**src/design/lgs_pkg.sv**
```systemverilog
package lgs_pkg;

  localparam int GRID_DIM   = 64;
  localparam int MIN_DIM    = 10;
  localparam int COORD_W    = $clog2(GRID_DIM);
  localparam int CFG_W      = 7;
  localparam int CFG_IDX_W  = 1;
  localparam int GEN_W      = 32;
  localparam int CMD_W      = 2;
  localparam int STEP_W     = $clog2(GRID_DIM + 1);
  localparam int NBR_W      = 4;

  localparam logic [NBR_W-1:0] BIRTH_CNT   = NBR_W'(3);
  localparam logic [NBR_W-1:0] SURVIVE_CNT = NBR_W'(2);

  localparam logic [CMD_W-1:0] CMD_TOGGLE = 2'd0;
  localparam logic [CMD_W-1:0] CMD_STEP   = 2'd1;
  localparam logic [CMD_W-1:0] CMD_CLEAR  = 2'd2;
  localparam logic [CMD_W-1:0] CMD_QUERY  = 2'd3;

  localparam logic [CFG_IDX_W-1:0] REG_WIDTH  = 1'd0;
  localparam logic [CFG_IDX_W-1:0] REG_HEIGHT = 1'd1;

  typedef logic [GRID_DIM-1:0] row_t;

  typedef struct packed {
    logic               clear;
    logic               shift;
    logic               flip;
    logic [COORD_W-1:0] col;
    logic [COORD_W-1:0] row;
  } cell_ctl_t;

  function automatic logic [CFG_W-1:0] clamp_dim(input logic [CFG_W-1:0] v);
    logic [CFG_W-1:0] r;
    if (v < CFG_W'(MIN_DIM)) r = CFG_W'(MIN_DIM);
    else if (v > CFG_W'(GRID_DIM)) r = CFG_W'(GRID_DIM);
    else r = v;
    return r;
  endfunction

endpackage

```
**src/design/lgs_life_lane.sv**
```systemverilog
module lgs_life_lane (
  input  logic [2:0] above,
  input  logic [2:0] center,
  input  logic [2:0] below,
  output logic       alive_nxt
);
  import lgs_pkg::*;

  logic [NBR_W-1:0] cnt;

  always_comb begin
    cnt = NBR_W'(above[0]) + NBR_W'(above[1]) + NBR_W'(above[2])
        + NBR_W'(center[0]) + NBR_W'(center[2])
        + NBR_W'(below[0]) + NBR_W'(below[1]) + NBR_W'(below[2]);
    alive_nxt = (cnt == BIRTH_CNT) || (center[1] && (cnt == SURVIVE_CNT));
  end
endmodule

```
**config.mk**
```make
export PLATFORM = sky130hd
export DESIGN_NAME = lgs_life_lane
export DESIGN_NICKNAME = d
export VERILOG_FILES = /design/src/design/lgs_pkg.sv /design/src/design/lgs_life_lane.sv
export SDC_FILE = /design/constraint.sdc
export NUM_CORES = 1
export LEC_CHECK = 0
export BUFFER_PORTS_ARGS = -buffer_cell sky130_fd_sc_hd__buf_2
export CAP_MARGIN = 20
export CORE_AREA = 5 5 42 44
export DETAILED_ROUTE_END_ITERATION = 7
export DIE_AREA = 0 0 47 49
export PLACE_DENSITY = 0.36
export SYNTH_ARGS = -nofsm -noshare
export SYNTH_HDL_FRONTEND = slang
export SYNTH_SLANG_ARGS = --single-unit
```
**constraint.sdc**
```tcl
create_clock -name vclk -period 3.62
set_clock_uncertainty 0.1 [all_clocks]
set_input_delay 0.543 -clock vclk [all_inputs]
set_output_delay 0.543 -clock vclk [all_outputs]
set_load 0.05 [all_outputs]
```
# After elaboration in Yosys (flattened, before gate mapping)
# Cells that the tools add are included.
# op_classes
add_sub_neg,7
eq_ne,2
n_reduce_logical,2
# op_table
operator,n
$add 4x1->4,4
$eq 4x2->1 const B,2
$add 3x1->4,1
$add 2x1->3,1
$add 1x1->2,1
$logic_and 1x1->1,1
$logic_or 1x1->1,1
# word_totals
reg_bits,0
input_bits,9
out_inout_bits,1

# Longest topological paths before layout
# Gate-level depths: netlist of run 1.
# logic_depth
word_depth,10
mapped_depth,9
depth_no_buf,9

# Least setup slack after synthesis of run 1
# OpenSTA, ideal clock, no wires.
# synth_path
kind,input port to output port
start,input above[0]
end,output alive_nxt
arrival_ns,3.640
required_ns,2.977
path_slack_ns,-0.663
stages,9
path_buffers,0
path_cell_list,inv_1 > fa_1 > fa_1 > fa_1 > inv_1 > ha_1 > fa_1 > or2_0 > a21oi_1
# synth_between
elab_chain_len,10
# synth_rtl
element,line_no,source
start: declaration,lgs_life_lane.sv:2,"input logic [2:0] above,"
$add 1x1->2 *,lgs_life_lane.sv:12,cnt = NBR_W'(above[0]) + NBR_W'(above[1]) + NBR_W'(above[2])
$add 2x1->3 *,lgs_life_lane.sv:12,
$add 3x1->4 *,lgs_life_lane.sv:13,+ NBR_W'(center[0]) + NBR_W'(center[2])
$add 4x1->4 *,lgs_life_lane.sv:13,
$add 4x1->4 * (3 in series),lgs_life_lane.sv:14,+ NBR_W'(below[0]) + NBR_W'(below[1]) + NBR_W'(below[2]);
$eq 4x2->1,lgs_life_lane.sv:15,alive_nxt = (cnt == BIRTH_CNT) || (center[1] && (cnt == SURVIVE_CNT));
$logic_and 1x1->1,lgs_life_lane.sv:15,
$logic_or 1x1->1 *,lgs_life_lane.sv:15,
end: declaration,lgs_life_lane.sv:5,output logic alive_nxt
# Mark *: on every way between the ends. The rest lies on a longest branch, timed or not.

# Worst setup path in the final report of run 1
# Ends and elaborated chain as after synthesis.

==> results of run 1 <==
## logic make-up (layout without fill, tap and decap cells)
| kind of cell | Yosys count | count (layout) |
|---|---|---|
| AOI/OAI and AO/OA | 3 | 3 |
| adders and majority gates | 7 | 7 |
| buffers and inverters | 11 | 22 |
| and+or+nand+nor | 2 | 2 |
## worst max-delay path, delay by kind of cell
kind	cells	cell delay, ns
adder cells (fa/ha/maj)	5	1.97
AO/OA/AOI/OAI	1	0.12
buffers and inverters	4	0.32
AND/OR/NAND/NOR	1	0.24
## power by group through the flow
| stage | clock network, mW | registers (mW) | logic, mW |
|---|---|---|---|
| after floorplan | 0 | 0 | 0.0665 |
| after global placement | 0 | 0 | 0.0864 |
| after detailed placement | 0 | 0 | 0.0867 |
| after CTS | 0 | 0 | 0.103 |
| after global routing | 0 | 0 | 0.111 |
| final | 0 | 0 | 0.0986 |
## per-layer routing
metal,up-vias,GRT usage [%],wire length [um]
li1,88,-,-
met1,77,3.532,120
met2,3,5.656,191
met3,0,0,11
met4,0,0,0
met5,-,0,0
## Yosys cell counts
| library cell | instances |
|---|---|
| ha_1 | 3 |
| o21ai_0 | 1 |
| inv_1 | 11 |
| fa_1 | 4 |
| nand3_1 | 1 |
| a21oi_1 | 2 |
| or2_0 | 1 |
## worst max path at each step
stage / to / slack [ns] / cells after the start
floorplan: alive_nxt / -0.21 / 9
global placement: alive_nxt / -0.48 / 11
detailed placement: alive_nxt / -0.50 / 11
CTS: alive_nxt / -0.24 / 11
global route: alive_nxt / -0.28 / 11
finish: alive_nxt / -0.21 / 11
## layout make-up
type | count | area (um2)
Fill cell | 177 | 1096
Inverter | 11 | 48.80
Tap cell | 16 | 20.02
Multi-Input combinational cell | 12 | 163.9
Timing Repair Buffer | 11 | 72.57
## metrics by stage
step / cell area (um2) / hold WS, ns / worst slack (ns)
5_1_grt: 305.3 / 1.426 / -0.2844
6_report: 305.3 / 1.397 / -0.2081
4_1_cts: 305.3 / 1.405 / -0.2403
2_1_floorplan: 209.0 / 1.270 / -0.2093
3_5_place_dp: 279.0 / 1.511 / -0.4959
3_3_place_gp: 279.0 / 1.511 / -0.4847
## timing repair
item / in CTS / in global routing
endpoints found under the setup margin: 1 / 1
setup buffers: 1 / 0
gates resized for setup: 6 / 0
pin swaps: 5 / 0
==> run_results.csv, run 1 <==
group,metric,value,unit
run_status,run_status,"finished, violations left",
run_status,violations,"negative setup slack",
floorplanning,die_y,49,um
placed_design,hpwlAfterDp,340,um
power_and_ir_drop,p_sw_share,54.57,%
setup_path,start_kind,"input port",
worst_hold_path,holdCritPathClass,"in2out",
cells_and_area,layout_common_cells,"inv_1, buf_2, fa_1",
cells_and_area,insertedDiodeCount,0,
setup_path,crit_path_start,"above[0]",
floorplanning,rows,14,
cells_and_area,final_cells,50,
global_routing,grtUsageTotal,2.891,%
sta,report.final.slew_viol_count,0,
sta,rsz0062_at_grt,"true",
cells_and_area,syn2layout_area_growth,64.86,%
yosys,synth_simple_gate_area_share,6.081,%
yosys,synth_compound_area_share,8.108,%
sta,slew_headroom,89.34,%
yosys,ys_types,7,
power_and_ir_drop,seqPwrFrac,0,%
cells_and_area,seq_cell_count,0,
cells_and_area,seq_area,0,um2
setup_path,cp-end-kind,"output pin",
yosys,synth_top_family_by_area,"adder cells",
sta,finalSetupViolations,1,
power_and_ir_drop,combinationalPowerShare,100.0,%
sta,clock.fmax,261.2,MHz
placed_design,gp_congestion,0.7357,
routing,drtPass1Iterations,1,
sta,fin_crit,3.828,ns
setup_path,crit_arrival,3.19,ns
clocking,hold_buffers,0,
power_and_ir_drop,p_total,98.64,uW
flow_run,maxCapViolCount,0,
routing,routed_via_density,3.360,
power_and_ir_drop,power_leakage,0.1681,nW
yosys,syn_area,185.2,um2
yosys,synth.avg_cell_area,8.051,um2
yosys,synth_seq_area_share,0,%
cells_and_area,drive_above_1_share,50.00,%
power_and_ir_drop,internal-power,44.82,uW
sta,worst_pin_slew,0.1599,ns
yosys,netlist_instances,23,
worst_hold_path,holdPathStages,4,
power_and_ir_drop,power.switching,53.83,uW
yosys,yosys_warnings,0,
routing,drcViolationCount,0,
sta,timing.final.crit_share,105.7,%
routing,avgRoutedWirePerCell,6.460,um
global_routing,antenna_found_initial,0,
yosys,synth_fa_ha_area_share,63.51,%
yosys,synth_top_cell_by_area,"fa_1",
setup_path,worstPathMaxFanout,2,
sta,fin_ws,-0.2081,ns
global_routing,grt_pass1_vias,154,
cells_and_area,final_nets,52,
setup_path,slowest_stage,"fa_1",
floorplanning,start_util,13.21,%
worst_hold_path,hp-start,"center[1]",
power_and_ir_drop,p_clk_share,0,%
routing,first_iter_violations,0,
sta,hold_viol_final,0,
yosys,synth-xor-area-share,0,%
global_routing,grt.overflow.total,0,
setup_path,critical-path-max-stage-delay,0.54,ns
yosys,synth_top_area_share,43.24,%
sta,setup_tns,-0.2081,ns
routing,drt_wl_total,323,um
power_and_ir_drop,vdd_ir_drop_max,0.09218,mV
cells_and_area,layout_commonest_cell,"inv_1",
global_routing,grt_max_degree,3,
routing,vias,168,
floorplanning,io_pins,10,
yosys,synth_mux_area_share,0,%
cells_and_area,num-clock-buffers,0,
placed_design,placed_cells,49,
setup_path,worstPathRequired,2.98,ns
routing,ant_nets,0,
setup_path,path_cells,"buf_6 -> inv_2 -> fa_1 -> fa_1 -> fa_1 -> inv_1 -> ha_2 -> fa_2 -> or2_1 -> a21oi_4 -> buf_6",
power_and_ir_drop,p_per_area,323.1,mW/mm2
floorplanning,coreArea,0.001401,mm2
placed_design,portBuffers,10,
yosys,synthTopCellsByArea,"fa_1, inv_1, ha_1, a21oi_1, or2_0",
worst_hold_path,min_to,"alive_nxt",
setup_path,crit_path_frequent_cell,"fa_1",
yosys,syn_nets,39,
setup_path,criticalPathCategory,"in2out",
floorplanning,dieArea,0.002303,mm2
floorplanning,dieWidth,47,um
cells_and_area,postLayoutCoreUtil,21.79,%
global_routing,grt_pass1_wl,531,um
Note: power is estimated with default switching activity, not from simulation.
==> inputs of run 2 (changes only) <==
--- a/config.mk
+++ b/config.mk
@@ -10,7 +10,7 @@
 export CORE_AREA = 5 5 42 44
 export DETAILED_ROUTE_END_ITERATION = 7
 export DIE_AREA = 0 0 47 49
-export PLACE_DENSITY = 0.36
+export PLACE_DENSITY = 0.35
 export SYNTH_ARGS = -nofsm -noshare
 export SYNTH_HDL_FRONTEND = slang
 export SYNTH_SLANG_ARGS = --single-unit
==> constraint.sdc (replaced) <==
create_clock -name vclk -period 4.3
set_clock_uncertainty 0.1 [all_clocks]
set_input_delay 0.645 -clock vclk [all_inputs]
set_output_delay 0.645 -clock vclk [all_outputs]
set_load 0.05 [all_outputs]
==> run_results.csv, run 2 (same netlist as run 1, synthesis figures left out) <==
group,metric,value,unit
cells_and_area,postLayoutCoreUtil,18.66,%
routing,drtPass1Iterations,1,
floorplanning,io_pins,10,
power_and_ir_drop,power_leakage,0.1586,nW
floorplanning,start_util,13.21,%
sta,hold-worst-slack,1.636,ns
sta,clock.fmax,238.7,MHz
sta,hold_viol_final,0,
cells_and_area,drive_above_1_share,33.33,%
clocking,cts-resized-gates,0,
sta,fin_crit,4.190,ns
floorplanning,die_y,49,um
placed_design,portBuffers,10,
setup_path,cp-end-kind,"output pin",
global_routing,grt.overflow.total,0,
floorplanning,rows,14,
cells_and_area,seq_cell_count,0,
setup_path,criticalPathCategory,"in2out",
floorplanning,coreArea,0.001401,mm2
cells_and_area,layout_commonest_cell,"inv_1",
flow_run,maxCapViolCount,0,
sta,setup_tns,0,ns
routing,drt_wl_total,325,um
cells_and_area,seq_area,0,um2
cells_and_area,syn2layout_area_growth,41.22,%
cells_and_area,final_nets,51,
global_routing,grtUsageTotal,2.823,%
run_status,run_status,"finished, final reports clean",
routing,ant_nets,0,
setup_path,worstPathMaxFanout,2,
global_routing,grt_pass1_vias,168,
global_routing,antenna_found_initial,0,
sta,finalSetupViolations,0,
cells_and_area,final_cells,49,
power_and_ir_drop,vdd_ir_drop_max,0.06509,mV
sta,report.final.slew_viol_count,0,
worst_hold_path,hp-start,"center[1]",
floorplanning,dieWidth,47,um
cells_and_area,insertedDiodeCount,0,
power_and_ir_drop,p_per_area,240.5,mW/mm2
worst_hold_path,holdCritPathClass,"in2out",
placed_design,hpwlAfterDp,330.5,um
routing,first_iter_violations,0,
routing,routed_via_density,3.286,
clocking,cts_setup_buffers,0,
routing,vias,161,
placed_design,placed_area,259.0,um2
worst_hold_path,min_to,"alive_nxt",
sta,worst_pin_slew,0.1992,ns
setup_path,crit_arrival,3.44,ns
floorplanning,dieArea,0.002303,mm2
cells_and_area,final_cell_area,261.5,um2
cells_and_area,num-clock-buffers,0,
placed_design,gp_congestion,0.6275,
sta,slew_headroom,86.58,%
setup_path,worstPathRequired,3.56,ns
sta,timing.final.crit_share,97.44,%
clocking,hold_buffers,0,
global_routing,grt_max_degree,3,
cells_and_area,multiInputGateArea,147.6,um2
worst_hold_path,holdPathStages,4,
cells_and_area,fillers,179,
global_routing,grt_pass1_wl,524,um
placed_design,placed_cells,49,
cells_and_area,layout_common_cells,"inv_1, buf_2, fa_1, ha_1",
setup_path,start_kind,"input port",
routing,drcViolationCount,0,
routing,avgRoutedWirePerCell,6.633,um
sta,rsz0062_at_grt,"false",
run 2: metrics by stage:
stage	total power, mW	worst slack, ns
after detailed placement	0.06266	0.03428
after CTS	0.06279	0.03309
after floorplan	0.04731	0.09851
after global routing	0.07166	0.02368
final	0.06289	0.1102
after global placement	0.06229	0.03370
run 2: per-layer routing:
| metal | vias to the layer above | share of wire, % | wire (um) | track usage, % |
|---|---|---|---|---|
| met5 | - | 0 | 0 | 0 |
| met4 | 0 | 0 | 0 | 0 |
| met3 | 0 | 6.2 | 20 | 0 |
| met2 | 2 | 62 | 200 | 6.335 |
| met1 | 73 | 32 | 104 | 2.655 |
| li1 | 86 | - | - | - |
run 2: area by class of cell:
class	count	area share [%]
multi-input cells	12	56.46
repair buffers	10	20.10
well taps	16	7.655
inverters	11	15.79
run 2: where the power goes:
part / total [mW] / switching (mW) / internal, mW
Sequential: 0 / 0 / 0
Clock: 0 / 0 / 0
Combinational: 0.0629 / 0.0376 / 0.0253
run 2: worst max-delay path, stage by stage:
cell and delay, ns:
buf_2 0.07, inv_1 0.04, fa_1 0.55, fa_1 0.43
fa_1 0.49, inv_1 0.04, ha_1 0.20, fa_1 0.41
or2_0 0.23, a21oi_2 0.13, buf_4 0.20
run 2: worst max-delay path by stage:
stage             start         to  slack, ns  cells past startpoint
3_5_place_dp   above[0]  alive_nxt       0.03                     11
5_1_grt        above[0]  alive_nxt       0.02                     11
2_1_floorplan  above[0]  alive_nxt        0.1                      9
4_1_cts        above[0]  alive_nxt       0.03                     11
3_3_place_gp   above[0]  alive_nxt       0.03                     11
6_report       above[0]  alive_nxt       0.11                     11
==> inputs of run 3 (changes only) <==
--- a/config.mk
+++ b/config.mk
@@ -11,6 +11,7 @@
 export DETAILED_ROUTE_END_ITERATION = 7
 export DIE_AREA = 0 0 47 49
 export PLACE_DENSITY = 0.35
+export REMOVE_ABC_BUFFERS = 1
 export SYNTH_ARGS = -nofsm -noshare
 export SYNTH_HDL_FRONTEND = slang
 export SYNTH_SLANG_ARGS = --single-unit
==> run_results.csv, run 3 (same netlist as run 1, synthesis figures left out) <==
group,metric,value,unit
placed_design,portBuffers,10,
flow_run,maxCapViolCount,0,
setup_path,criticalPathCategory,"in2out",
cells_and_area,final_cell_area,272.8,um2
worst_hold_path,holdCritPathClass,"in2out",
power_and_ir_drop,power.switching,39.60,uW
routing,drt_wl_total,320,um
cells_and_area,drive_above_1_share,39.39,%
global_routing,grtUsageTotal,3.035,%
cells_and_area,layout_commonest_cell,"inv_1",
power_and_ir_drop,internal-power,28.97,uW
floorplanning,start_util,13.21,%
routing,ant_nets,0,
placed_design,gp_congestion,0.5908,
sta,worst_pin_slew,0.1462,ns
floorplanning,die_y,49,um
sta,fin_ws,0.1579,ns
run_status,run_status,"finished, final reports clean",
routing,vias,164,
global_routing,grt.overflow.total,0,
setup_path,crit_arrival,3.40,ns
cells_and_area,syn2layout_area_growth,47.30,%
setup_path,cp-end-kind,"output pin",
power_and_ir_drop,power_leakage,0.1578,nW
cells_and_area,fillers,171,
global_routing,grt_pass1_wl,579,um
clocking,hold_buffers,0,
routing,drtPass1Iterations,1,
cells_and_area,insertedDiodeCount,0,
power_and_ir_drop,seqPwrFrac,0,%
floorplanning,dieWidth,47,um
placed_design,placed_area,255.2,um2
clocking,cts_setup_buffers,0,
routing,top_layer,"met3",
sta,report.final.slew_viol_count,0,
sta,rsz0062_at_grt,"false",
routing,wl_met2,175,um
sta,hold_viol_final,0,
floorplanning,rows,14,
global_routing,grt_max_degree,3,
cells_and_area,final_nets,51,
power_and_ir_drop,vdd_ir_drop_max,0.06131,mV
setup_path,start_kind,"input port",
placed_design,dp_worst_setup_slack,0.06323,ns
routing,routed_via_density,3.347,
sta,timing.final.crit_share,96.33,%
cells_and_area,layout_common_cells,"inv_1, buf_2, fa_1, a21oi_1, ha_1",
routing,dr_wl_met3,20,um
power_and_ir_drop,combinationalPowerShare,100.0,%
placed_design,hpwlAfterDp,321.2,um
global_routing,grt_pass1_vias,174,
cells_and_area,multiInputGateArea,158.9,um2
global_routing,antenna_found_initial,0,
floorplanning,io_pins,10,
sta,clock.fmax,241.4,MHz
worst_hold_path,hp-start,"center[1]",
sta,slew_headroom,90.33,%
routing,first_iter_violations,0,
sta,hold-worst-slack,1.633,ns
routing,wl_met1,124,um
cells_and_area,seq_cell_count,0,
power_and_ir_drop,p_total,68.56,uW
power_and_ir_drop,p_clk_share,0,%
routing,avgRoutedWirePerCell,6.531,um
floorplanning,coreArea,0.001401,mm2
setup_path,worstPathMaxFanout,2,
routing,drcViolationCount,0,
cells_and_area,seq_area,0,um2
setup_path,worstPathRequired,3.56,ns
sta,fin_crit,4.142,ns
power_and_ir_drop,p_sw_share,57.75,%
floorplanning,dieArea,0.002303,mm2
power_and_ir_drop,p_per_area,251.4,mW/mm2
sta,finalSetupViolations,0,
cells_and_area,num-clock-buffers,0,
setup_path,crit_path_start,"center[0]",
[run 3: layer usage]
metal | track usage (%) | up-vias
met4 | 0 | 0
met5 | 0 | -
met2 | 5.882 | 5
met3 | 0 | 0
li1 | - | 85
met1 | 3.761 | 74
[run 3: final timing paths]
path	end	slack (ns)	cells past startpoint
setup / recovery	alive_nxt	0.16	11
hold / removal	alive_nxt	1.63	4
[run 3: cell type report]
class                      count  share of cell area [%]
timing repair buffer          10                   19.27
tap                           16                   7.339
multi-input combinational     12                   58.26
inverter                      11                   15.14
[run 3: repair_timing]
item	in CTS	in global routing
endpoints found under the hold margin	0	0
resized for setup	0	8
endpoints found under the setup margin	0	1
[run 3: stage by stage]
stage,utilization [%],TNS (ns),std cells
floorplan,-,-0.1875,23
global placement,18.21,0,49
detailed placement,18.21,0,49
CTS,18.21,0,49
global route,19.46,0,49
finish,19.46,0,49
[run 3: power groups by stage]
| stage | logic (mW) | registers (mW) | clock network, mW |
|---|---|---|---|
| 2_1_floorplan | 0.0447 | 0 | 0 |
| 3_3_place_gp | 0.0598 | 0 | 0 |
| 3_5_place_dp | 0.0593 | 0 | 0 |
| 4_1_cts | 0.0596 | 0 | 0 |
| 5_1_grt | 0.0810 | 0 | 0 |
| 6_report | 0.0686 | 0 | 0 |
[run 3: worst max-delay path, cell delays in order]
cell and delay [ns]:
buf_2 0.08, inv_1 0.04, fa_1 0.55, fa_1 0.44
fa_1 0.53, inv_2 0.05, ha_4 0.16, fa_2 0.52
o21ai_1 0.06, a21oi_1 0.12, buf_4 0.21
