[config.mk]
export PLATFORM = sky130hd
export DESIGN_NAME = lgs_row_cell
export DESIGN_NICKNAME = d
export VERILOG_FILES = /design/src/design/lgs_pkg.sv /design/src/design/lgs_row_cell.sv
export SDC_FILE = /design/constraint.sdc
export NUM_CORES = 1
export LEC_CHECK = 0
export BUFFER_PORTS_ARGS = -buffer_cell sky130_fd_sc_hd__clkbuf_2
export CORE_MARGIN = 5
export CORE_UTILIZATION = 45
export CTS_BUF_LIST = sky130_fd_sc_hd__clkbuf_8
export DETAILED_ROUTE_END_ITERATION = 12
export GPL_TIMING_DRIVEN = 0
export MAX_ROUTING_LAYER = met4
export PLACE_DENSITY = 0.72
export RECOVER_POWER = 50
export SYNTH_ARGS = -nofsm -noshare
export SYNTH_HDL_FRONTEND = slang
export SYNTH_SLANG_ARGS = --single-unit
[constraint.sdc]
create_clock -name clk -period 2.7 [get_ports clk]
set_input_delay 0.27 -clock clk [delete_from_list [all_inputs] [get_ports clk]]
set_output_delay 0.27 -clock clk [all_outputs]
set_load 0.01 [all_outputs]
[src/design/lgs_pkg.sv]
package lgs_pkg;

  localparam int GRID_DIM   = 64;
  localparam int MIN_DIM    = 10;
  localparam int COORD_W    = $clog2(GRID_DIM);
  localparam int CFG_W      = 7;
  localparam int CFG_IDX_W  = 1;
  localparam int GEN_W      = 32;
  localparam int CMD_W      = 2;
  localparam int STEP_W     = $clog2(GRID_DIM + 1);
  localparam int NBR_W      = 4;

  localparam logic [NBR_W-1:0] BIRTH_CNT   = NBR_W'(3);
  localparam logic [NBR_W-1:0] SURVIVE_CNT = NBR_W'(2);

  localparam logic [CMD_W-1:0] CMD_TOGGLE = 2'd0;
  localparam logic [CMD_W-1:0] CMD_STEP   = 2'd1;
  localparam logic [CMD_W-1:0] CMD_CLEAR  = 2'd2;
  localparam logic [CMD_W-1:0] CMD_QUERY  = 2'd3;

  localparam logic [CFG_IDX_W-1:0] REG_WIDTH  = 1'd0;
  localparam logic [CFG_IDX_W-1:0] REG_HEIGHT = 1'd1;

  typedef logic [GRID_DIM-1:0] row_t;

  typedef struct packed {
    logic               clear;
    logic               shift;
    logic               flip;
    logic [COORD_W-1:0] col;
    logic [COORD_W-1:0] row;
  } cell_ctl_t;

  function automatic logic [CFG_W-1:0] clamp_dim(input logic [CFG_W-1:0] v);
    logic [CFG_W-1:0] r;
    if (v < CFG_W'(MIN_DIM)) r = CFG_W'(MIN_DIM);
    else if (v > CFG_W'(GRID_DIM)) r = CFG_W'(GRID_DIM);
    else r = v;
    return r;
  endfunction

endpackage

[src/design/lgs_row_cell.sv]
module lgs_row_cell (
  input  logic                       clk,
  input  logic                       rst_n,
  input  lgs_pkg::cell_ctl_t         ctl,
  input  logic [lgs_pkg::COORD_W-1:0] idx,
  input  lgs_pkg::row_t              shift_in,
  output lgs_pkg::row_t              row_q,
  output logic                       hit
);
  import lgs_pkg::*;

  row_t row_r;
  row_t row_nxt;

  always_comb begin
    row_nxt = row_r;
    if (ctl.clear) begin
      row_nxt = '0;
    end else if (ctl.shift) begin
      row_nxt = shift_in;
    end else if (ctl.flip && (ctl.row == idx)) begin
      row_nxt[ctl.col] = ~row_r[ctl.col];
    end
  end

  always_ff @(posedge clk) begin
    if (!rst_n) begin
      row_r <= '0;
    end else begin
      row_r <= row_nxt;
    end
  end

  assign row_q = row_r;
  assign hit   = (ctl.row == idx) && row_r[ctl.col];
endmodule

## Word-level counts from Yosys, hierarchy flattened

Cells that the tools add are included.

| storage, ports and cells | value |
|---|---|
| register bits after elaboration | 64 |
| output and inout bits | 65 |
| word-level logic and storage cells | 18 |

| cells by class | value |
|---|---|
| magnitude comparators | 2 |
| eq/ne operators | 1 |
| multiplexer cells | 7 |
| bitwise logic cells | 2 |
| reduce and logical (&&, ||, !) cells | 5 |

Operators with widths:

| kind | number |
|---|---|
| $mux 64 | 2 |
| $bwmux 64 | 1 |
| $lt 6x7->1 const B | 1 |
| $bmux 1 s6 | 1 |
| $demux 1 s6 | 1 |
| $eq 6x6->1 | 1 |
| $ge 6x1->1 const B | 1 |
| $logic_and 1x1->1 | 3 |
| $mux 1 | 2 |
| $not 1->1 | 2 |
| $reduce_bool 2->1 | 1 |
| $reduce_or 2->1 | 1 |

## Depth between registers and ports, before layout

Gate-level depths: netlist (run 1).

| depth | value |
|---|---|
| word-level depth | 7 |
| gate-level depth with buffers | 10 |
| depth with buffers taken out | 5 |

## Least setup slack after synthesis (run 1)

Ideal clock, no wire load.

| timing path | value |
|---|---|
| path kind | input -> output |
| from | in ctl[8] (netlist bit) |
| to | out hit |
| data arrival time | 1.877 ns |
| setup slack | 0.553 ns |
| stages | 7 |
| cells stage by stage | buf_6 > buf_6 > mux2_4 > a32o_1 > o41ai_2 > a22oi_2 > o31a_1 |

| on the way | value |
|---|---|
| cells in the longest elaborated chain, start to end | 3 |

Ends and longest elaborated chain:

| element | RTL line | text |
|---|---|---|
| start, declared | lgs_row_cell.sv:4 | `input lgs_pkg::cell_ctl_t ctl,` |
| $bmux 1 s6 | lgs_row_cell.sv:35 | `assign hit = (ctl.row == idx) && row_r[ctl.col];` |
| $mux 1 (implied by the code) | lgs_row_cell.sv:35 |  |
| $logic_and 1x1->1 | lgs_row_cell.sv:35 |  |
| end, declared | lgs_row_cell.sv:8 | `output logic hit` |

No other way between the ends. The select of a mux whose other input is x is not followed.

## Worst setup path after layout (run 1)

| timing path | value |
|---|---|
| from | reg row_r[39] (netlist: row_q[39]) |
| to | out hit |

| on the way | value |
|---|---|
| cells in the longest elaborated chain, start to end | 3 |

Ends and longest elaborated chain:

| element | RTL line | text |
|---|---|---|
| start, declared | lgs_row_cell.sv:12 | `row_t row_r;` |
| start signal, assigned | lgs_row_cell.sv:30 | `row_r <= row_nxt;` |
| $bmux 1 s6 | lgs_row_cell.sv:35 |  |
| $mux 1 (implied by the code) | lgs_row_cell.sv:35 |  |
| $logic_and 1x1->1 | lgs_row_cell.sv:35 |  |

No other way between the ends. The select of a mux whose other input is x is not followed.

==> impl.org, run 1 <==
** Status
- The flow ran to the end, and the final reports show no timing, DRC or antenna violations.

** Worst setup path
- Ordered cell list for the critical path :: mux4_2 -> mux2_2 -> a21oi_1 -> a22oi_2 -> o31a_1 -> clkbuf_2
- Data arrival at the endpoint of the critical path :: 2.37 ns
- The worst register-to-register path has a setup slack of 0.61 ns.
- The worst setup path is launched from a flop.
- The critical path is of the reg -> out type.
- The worst register-to-register path ends at row_q[41]$_SDFFE_PP0P_.
- For this run, the slowest stage of the critical path takes 0.48 ns.
- The startpoint identified for the worst register-to-register timing path is row_q[5]$_SDFFE_PP0P_.
- Req. time, crit path :: 2.43 ns
- Critical Path Fanout Max :: 6
- The largest individual stage delay along the critical path comes from the cell sky130_fd_sc_hd__mux4_2.
- In this run the worst setup path begins at row_q[39]$_SDFFE_PP0P_.
- For the worst flop-to-flop path, the logic depth is 6.
- STA classifies the critical path endpoint as an output pin.

** Floorplanning
- In this run the count of I/O pins placed on the die edge is 152.
- The die is 109.9 um wide.
- The die covers 12070 um^2.
- Number of standard-cell rows in the floorplan :: 36
- Area of the placeable core :: 9729 um^2
- Effective utilization at floorplan :: 46.13%
- The die is 109.9 um tall.

** Route
- Iteration-0 DRC count of the detailed router :: 349
- In the routed layout, each cell is associated on average with a via count of 6.035.
- Final wirelength :: 16.20 mm
- Total number of vias :: 5015
- The first detailed-routing pass took 5 iterations.
- Dividing the detail-routed wire length by the instance count gives 19.49 um.
- For this run, design rule violations remaining after detail routing come to 0.
- Number of nets still failing antenna checks after routing :: 0

** Global routing
- Overflow left after global routing :: 0
- Antenna violations before repair :: 0
- The first global-routing pass estimated 24.61 mm of wire.
- Entering global routing, the biggest net connects 11 pins.
- Global router's overall resource usage :: 27.14%
- Number of global-route vias before repair :: 4838

** Layout
- Finished Layout Cells :: 831
- Leaving out fill and tap cells, the most frequent cell in the layout is sky130_fd_sc_hd__clkbuf_1.
- Number of filler cells placed in the layout :: 974
- The register with the most flip-flops in the layout has 64 of them.
- Fin area :: 5519 um^2
- In the final layout, the share of cells above drive strength 1 is 25.50%.
- Number of antenna diodes :: 0
- The top cell types in the final layout, fill and taps aside, are 87 x sky130_fd_sc_hd__clkbuf_1, 86 x sky130_fd_sc_hd__clkbuf_2, 75 x sky130_fd_sc_hd__mux2i_1.
- Compared with the post-synthesis result, the final layout area differs by 22.97%.
- At the end of the flow, the number of nets in the layout was 780.

** STA
- Max Transition Viols Final :: 0
- Final count of negative-setup-slack endpoints :: 0
- In the finished design, the share of the clock period the worst path needs comes to 97.91%.
- Fin crit period :: 2.644 ns
- Relative slew slack :: 53.13%
- Setup total negative slack on the finished layout was measured at 0 ns.
- Setup repair after global routing left no endpoint under its margin.
- Derived from the worst setup path, the maximum achievable clock frequency is 378.3 MHz.
- Slew @ Worst Pin :: 0.7031 ns
- The final count of hold timing violations was 0.
- Final clock skew :: 0.01075 ns
- After layout, the worst setup slack is 0.05630 ns.

** Yosys
- In this run, synthesis inferred 0 flip-flops with an integrated enable.
- A synthesized cell averages 8.420 um^2.
- FF+latch count, synth :: 64
- The number of nets in the synthesized netlist is 620.
- Cells after Synth :: 533
- Cell Area, Synth :: 4488 um^2
- Cell variety after synth :: 44
- The most used flip-flop cell after synthesis is sky130_fd_sc_hd__dfxtp_1.
- For this run, the register share of the synthesized area comes to 28.55%.
- Asr flop ratio synth :: 0%
- For this run, the number of Yosys warnings is 0.

** Clocking
- CTS tree :: done
- Clk Tree Root Cell :: sky130_fd_sc_hd__clkbuf_8
- CTS Buffer Depth :: 2
- Latest clock arrival within the worst-skew pair :: 0.35 ns
- For this design, the CTS-stage hold fixing added 0 buffers.
- Clock-pin slew was measured on the worst setup and hold paths at 0.07 ns.
- Resize count post-CTS :: 0
- H-tree depth reported by CTS :: 3
- In this run the post-CTS setup repair buffer count came out at 0.
- Clock tree synthesis found a total of 64 sinks.
- CTS Buf Count :: 9

** Power
- For this design the ratio of total power to cell area is 426.5 nW/um^2.
- Pleak :: 2.104 nW
- Total power :: 0.002354 W
- VDD IR max :: 0.2486 mV

** Hold path
- In this run the most critical hold path is launched from shift_in[50].
- Worst Hold End :: row_q[50]$_SDFFE_PP0P_
- Type of the tightest min-delay check :: in -> reg
- The worst hold path was traced through 4 stages.

** Placement
- Post-DP HPWL :: 12.15 mm
- At the end of routability-driven placement, the weighted congestion stood at 0.9466.
- Input and output buffers added on the ports amount to 149.
- Placed cell area :: 5400 um^2
- Including well taps, the total number of placed cells is 815.
- Setup slack after placement :: 0.1815 ns

** Job
- Across the run, the number of max-cap violations was 0.
area by class of cell:
class                      count  area [um^2]  area share, %
buffer                        51        261.5          4.738
clock inverter                 5        47.55         0.8615
multi-input combinational    415         2934          53.16
sequential                    64         1281          23.21
timing repair buffer         149        665.6          12.06
inverter                       3        11.26         0.2040
tap                          133        166.4          3.015
clock buffer                  11        151.4          2.743
report_power, final:
part | internal, W | switching, W
clock network | 0.000468 | 0.000391
logic | 0.000196 | 0.000295
registers | 0.000975 | 0.0000284
through the flow:
stage	hold WS, ns	utilization, %
2_1_floorplan	0.5776	-
3_3_place_gp	0.6326	55.50
3_5_place_dp	0.6359	55.50
4_1_cts	0.3240	57.55
5_1_grt	0.3370	56.73
6_report	0.3282	56.73
cells in the mapped netlist (2+ instances only):
cell type / number / area [um^2]
sky130_fd_sc_hd__mux2i_1: 75 / 750.7
sky130_fd_sc_hd__dfxtp_1: 64 / 1281
sky130_fd_sc_hd__nor4_1: 64 / 400.4
sky130_fd_sc_hd__nand2_1: 61 / 229.0
sky130_fd_sc_hd__or3_1: 48 / 300.3
sky130_fd_sc_hd__o21ai_2: 30 / 262.8
sky130_fd_sc_hd__clkbuf_1: 23 / 86.33
sky130_fd_sc_hd__o21ai_0: 19 / 95.09
sky130_fd_sc_hd__nor3_1: 18 / 90.09
sky130_fd_sc_hd__a31o_2: 17 / 148.9
sky130_fd_sc_hd__nor2b_1: 11 / 68.82
sky130_fd_sc_hd__buf_1: 9 / 33.78
sky130_fd_sc_hd__nand3_1: 9 / 45.04
sky130_fd_sc_hd__nand3b_1: 8 / 60.06
sky130_fd_sc_hd__a21oi_1: 7 / 35.03
sky130_fd_sc_hd__buf_2: 7 / 35.03
sky130_fd_sc_hd__buf_4: 6 / 45.04
sky130_fd_sc_hd__nor2_1: 6 / 22.52
sky130_fd_sc_hd__xnor2_1: 6 / 52.55
sky130_fd_sc_hd__buf_6: 5 / 56.30
sky130_fd_sc_hd__mux2_2: 5 / 56.30
sky130_fd_sc_hd__nand4_1: 4 / 25.02
sky130_fd_sc_hd__inv_1: 3 / 11.26
sky130_fd_sc_hd__mux4_2: 3 / 67.56
sky130_fd_sc_hd__a2111oi_0: 2 / 17.52
sky130_fd_sc_hd__a21boi_0: 2 / 15.01
sky130_fd_sc_hd__a22oi_1: 2 / 15.01
sky130_fd_sc_hd__o41ai_1: 2 / 17.52
sky130_fd_sc_hd__or3b_2: 2 / 17.52
worst max-delay path, delay by kind of cell (launching register included):
| family | cells | cell delay, ns |
|---|---|---|
| AO/OA/AOI/OAI | 3 | 0.79 |
| multiplexers | 2 | 0.78 |
| flip-flops | 1 | 0.33 |
| buffers and inverters | 1 | 0.14 |
metal layers:
metal,GRT usage [%],up-vias,routed length (um)
met5,-,-,0
met3,4.521,36,1439
met2,42.42,269,7551
met4,9.528,0,362
met1,35.41,2365,6846
li1,-,2345,-
cell families (layout without fill, tap and decap cells):
| logic type | Yosys count | count (layout) | share of synthesized area [%] |
|---|---|---|---|
| AND/OR/NAND/NOR | 237 | 237 | 28.91 |
| AO/OA/AOI/OAI | 87 | 87 | 14.89 |
| multiplexers | 85 | 85 | 20.41 |
| flip-flops | 64 | 64 | 28.55 |
| buffers and inverters | 54 | 219 | 6.077 |
| XOR/XNOR | 6 | 6 | 1.171 |
how the worst max path moves through the flow:
| stage | slack [ns] | cells after the start | to |
|---|---|---|---|
| CTS | 0.08 | 6 | hit |
| detailed placement | 0.18 | 8 | row_q[41]$_SDFFE_PP0P_ |
| floorplan | 0.55 | 7 | hit |
| global route | 0.02 | 6 | hit |
| finish | 0.06 | 6 | hit |
| global placement | 0.20 | 8 | hit |
Power figures use the tool's default switching activity.
==> run 2, diff against run 1 <==
--- a/config.mk
+++ b/config.mk
@@ -5,14 +5,14 @@
 export SDC_FILE = /design/constraint.sdc
 export NUM_CORES = 1
 export LEC_CHECK = 0
-export BUFFER_PORTS_ARGS = -buffer_cell sky130_fd_sc_hd__clkbuf_2
+export BUFFER_PORTS_ARGS = -buffer_cell sky130_fd_sc_hd__buf_2
 export CORE_MARGIN = 5
 export CORE_UTILIZATION = 45
 export CTS_BUF_LIST = sky130_fd_sc_hd__clkbuf_8
 export DETAILED_ROUTE_END_ITERATION = 12
 export GPL_TIMING_DRIVEN = 0
 export MAX_ROUTING_LAYER = met4
-export PLACE_DENSITY = 0.72
+export PLACE_DENSITY = 0.75
 export RECOVER_POWER = 50
 export SYNTH_ARGS = -nofsm -noshare
 export SYNTH_HDL_FRONTEND = slang
==> constraint.sdc (replaced) <==
create_clock -name clk -period 2.2 [get_ports clk]
set_input_delay 0.22 -clock clk [delete_from_list [all_inputs] [get_ports clk]]
set_output_delay 0.22 -clock clk [all_outputs]
set_load 0.01 [all_outputs]
==> run 2 against run 1 <==
Global-route usage down 0.43 points. Sequential power rose by 23%. First-iteration DRC count rose by 25%. Largest cell class unchanged. Register-to-register slack got worse by 0.38 ns. Clock skew increased by 0.00061 ns. The flow now finishes with violations (setup timing).
==> impl.org, run 2 (synthesis gave the netlist of run 1 again) <==
** Global routing
- The largest net degree at the start of global routing was 12 (+1).
- The total routing usage reported by global routing is 26.72% (-0.43 points).
- The initial antenna violation count was 0 (unchanged).
- Wire length of the first global-routing pass :: 24.18 mm (-1.8%)
- The via count of the first global-routing pass is 4815 (-0.48%).
- Overflow left after global routing :: 0 (unchanged)

** STA
- Tcrit/Tclk final :: 109.9%
- RSZ-0062 raised after global routing :: true
- Counting I/O delays and the setup requirement, the final critical path takes 2.418 ns.
- WHS :: 0.2709 ns (-0.05731 ns)
- The max-slew violation count is 0 (unchanged).
- Fmax :: 413.5 MHz
- Final Hold Fails :: 0 (unchanged)
- The setup slack after layout is -0.2184 ns (-0.2747 ns).
- Final clock skew :: 0.01136 ns (+0.0006093 ns)
- Relative slew slack :: 53.10% (about the same)
- Final count of negative-setup-slack endpoints :: 1 (+1)
- The slew at the pin closest to its max-slew limit is 0.7034 ns (+0.0003406 ns).

** Layout
- The fraction of layout instances using a drive strength above 1 was 36.38% (+11 points).
- Compared with the post-synthesis result, the final layout area differs by 26.57%.
- Finished Layout Cells :: 835 (+0.48%)
- The flip-flop count of the largest register after layout is 64 (unchanged).
- In the layout the commonest cells are 155 x sky130_fd_sc_hd__buf_2, 75 x sky130_fd_sc_hd__mux2i_1, 64 x sky130_fd_sc_hd__nor4_1.
- Leaving out fill and tap cells, the most frequent cell in the layout is sky130_fd_sc_hd__buf_2.
- Layout net count :: 783 (+0.38%)
- Number of filler cells placed in the layout :: 910 (-6.6%)
- The core utilization of the finished layout was 58.38% (+1.7 points).

** Worst setup path
- Capturing instance or port of the critical path :: hit
- The critical path data required time came to 1.98 ns (-0.45 ns).
- FF-to-FF path depth :: 7 (+1)
- The setup slack of the most critical reg-to-reg path is 0.23 ns (-0.38 ns).
- The worst-path maximum fanout is 3 (-3).
- In this run the critical register-to-register path is launched from row_q[51]$_SDFFE_PP0P_.
- In this run the worst setup path begins at row_q[12]$_SDFFE_PP0P_.
- Kind of start point of the critical path :: flop
- Data arrival at the endpoint of the critical path :: 2.20 ns (-0.17 ns)
- The critical path is of the reg -> out type.
- Reg-to-reg critical path endpoint :: row_q[17]$_SDFFE_PP0P_
- Type of element capturing the critical path :: output pin

** Floorplanning
- Die outline width :: 109.9 um (unchanged)
- The number of cell rows was 36 (unchanged).
- The number of ports placed on the die boundary is 152 (unchanged).
- Die area :: 12070 um^2 (unchanged)
- Effective utilization at floorplan :: 46.13% (unchanged)
- The core box area is 9729 um^2 (unchanged).
- Die span in y :: 109.9 um (unchanged)

** Power
- The total net switching power is 0.0008885 W (+24%).
- VDD IR max :: 0.2925 mV (+18%)
- Pleak :: 2.379 nW (+13%)
- The power density normalized to cell area is 528.8 nW/um^2 (+24%).
- The combinational fraction of design power came to 20.6% (-0.3 points).
- Internal portion of total power :: 0.002115 W (+29%)
- The clock group share of total power came to 38.4% (+1.9 points).
- The share of total power consumed by net switching is 29.58% (-0.80 points).
- Total power :: 0.003004 W (+28%)
- Relative contribution of sequential cells to total power :: 41.0% (-1.6 points)

** Route
- Vias/cell :: 6.047 (+0.20%)
- The via count of the routed design was 5049 (+0.68%).
- Per-cell routed wire length :: 19.07 um (-2.2%)
- The starting DRC count in detailed routing is 436 (+25%).
- The number of DRC violations after detailed routing was 0 (unchanged).
- The number of search-and-repair iterations in the first detailed-routing pass is 6 (+1).
- The remaining antenna violation count after routing was 0 (unchanged).
- Final wirelength :: 15.92 mm (-1.7%)

** Clocking
- TritonCTS built the clock tree.
- H-tree depth reported by CTS :: 3 (unchanged)
- The register clock-pin slew on the reported worst setup and hold paths came to 0.08 ns (about the same).
- The number of buffers created by CTS came to 9 (unchanged).
- The buffer depth of the longest clock path was 2 (unchanged).
- The clock latency at the later pin of the worst-skew pair came to 0.35 ns (about the same).
- The total number of clock tree sinks was 64 (unchanged).
- Clk Tree Root Cell :: sky130_fd_sc_hd__clkbuf_8

** Placement
- Global placement routability congestion :: 0.9723 (+2.7%)
- The total half-perimeter wirelength after legalization and detailed placement is 12.04 mm (-0.90%).
- The worst slack at placement is -0.2025 ns (-0.3840 ns).
- The cell total after placement came to 815 (unchanged).
- The count of buffers inserted at the top-level ports came to 149 (unchanged).

** Hold path
- Startpoint of the lowest-slack hold path :: shift_in[39]
- Type of the tightest min-delay check :: in -> reg

** Status
- Violated checks :: setup timing
- Outcome :: finished with violations

** Job
- The max capacitance violation total is 0 (unchanged).
## run 2: cell count changes in the layout (fill, tap and decap cells not counted), moves of 3 or more
cell / previous run / this run
sky130_fd_sc_hd__clkbuf_1: 87 / 24
sky130_fd_sc_hd__clkbuf_2: 86 / 1
sky130_fd_sc_hd__buf_4: 6 / 9
sky130_fd_sc_hd__buf_2: 7 / 155
sky130_fd_sc_hd__dfxtp_1: 64 / 58
sky130_fd_sc_hd__dfxtp_2: 0 / 6
## run 2: worst min-delay path by stage
stage | end | slack (ns) | cells after the start
after floorplan | row_q[50]$_SDFFE_PP0P_ | 0.53 | 3
after global placement | row_q[50]$_SDFFE_PP0P_ | 0.64 | 4
after detailed placement | row_q[50]$_SDFFE_PP0P_ | 0.64 | 4
after CTS | row_q[39]$_SDFFE_PP0P_ | 0.27 | 4
after global routing | row_q[13]$_SDFFE_PP0P_ | 0.29 | 4
final | row_q[39]$_SDFFE_PP0P_ | 0.27 | 4
## run 2: repair_timing
item / CTS / global route
pin swaps: 5 / 3
endpoints found under the setup margin: 1 / 5
resized for setup: 4 / 8
hold endpoints to repair: 0 / 0
hold buffers: 0 / 0
setup buffers: 2 / 1
## run 2: metal layers
| metal | wire length, um | part of all wire [%] | vias up | track usage (%) |
|---|---|---|---|---|
| li1 | - | - | 2350 | - |
| met2 | 7303 | 46 | 314 | 40.81 |
| met3 | 1482 | 9.3 | 61 | 4.932 |
| met5 | 0 | 0 | - | - |
| met1 | 6561 | 41 | 2324 | 34.47 |
| met4 | 575 | 3.6 | 0 | 11.58 |
## run 2: power groups by stage
| stage | clock network [W] | registers, W | logic (W) |
|---|---|---|---|
| 6_report | 0.00115 | 0.00123 | 0.000619 |
| 2_1_floorplan | 0 | 0.00127 | 0.000358 |
| 3_5_place_dp | 0 | 0.00126 | 0.000600 |
| 5_1_grt | 0.00121 | 0.00123 | 0.000666 |
| 4_1_cts | 0.00116 | 0.00123 | 0.000607 |
| 3_3_place_gp | 0 | 0.00126 | 0.000586 |
## run 2: layout make-up
cell class                 instances  area, um^2  share of cell area (%)
multi-input combinational        415        2963                   52.16
sequential                        64        1289                   22.69
timing repair buffer             152       767.0                   13.50
buffer                            51       261.5                   4.604
tap                              133       166.4                   2.930
clock buffer                      10       137.6                   2.423
clock inverter                     6       82.58                   1.454
inverter                           3       11.26                  0.1982
antenna                            1       2.502                 0.04405
## run 2: critical path, cell delays in order, from the launching register on
cell	delay, ns
sky130_fd_sc_hd__dfxtp_2	0.33
sky130_fd_sc_hd__mux2_4	0.26
sky130_fd_sc_hd__mux4_2	0.51
sky130_fd_sc_hd__a21oi_2	0.17
sky130_fd_sc_hd__a22oi_2	0.08
sky130_fd_sc_hd__o31a_1	0.35
sky130_fd_sc_hd__buf_2	0.15
## run 2: metrics by stage
| stage | cell area, um^2 | setup TNS (ns) |
|---|---|---|
| 3_5_place_dp | 5400 | -2.995 |
| 6_report | 5680 | -0.2184 |
| 4_1_cts | 5648 | -0.1946 |
| 2_1_floorplan | 4488 | 0 |
| 3_3_place_gp | 5400 | -2.476 |
| 5_1_grt | 5678 | -0.2501 |
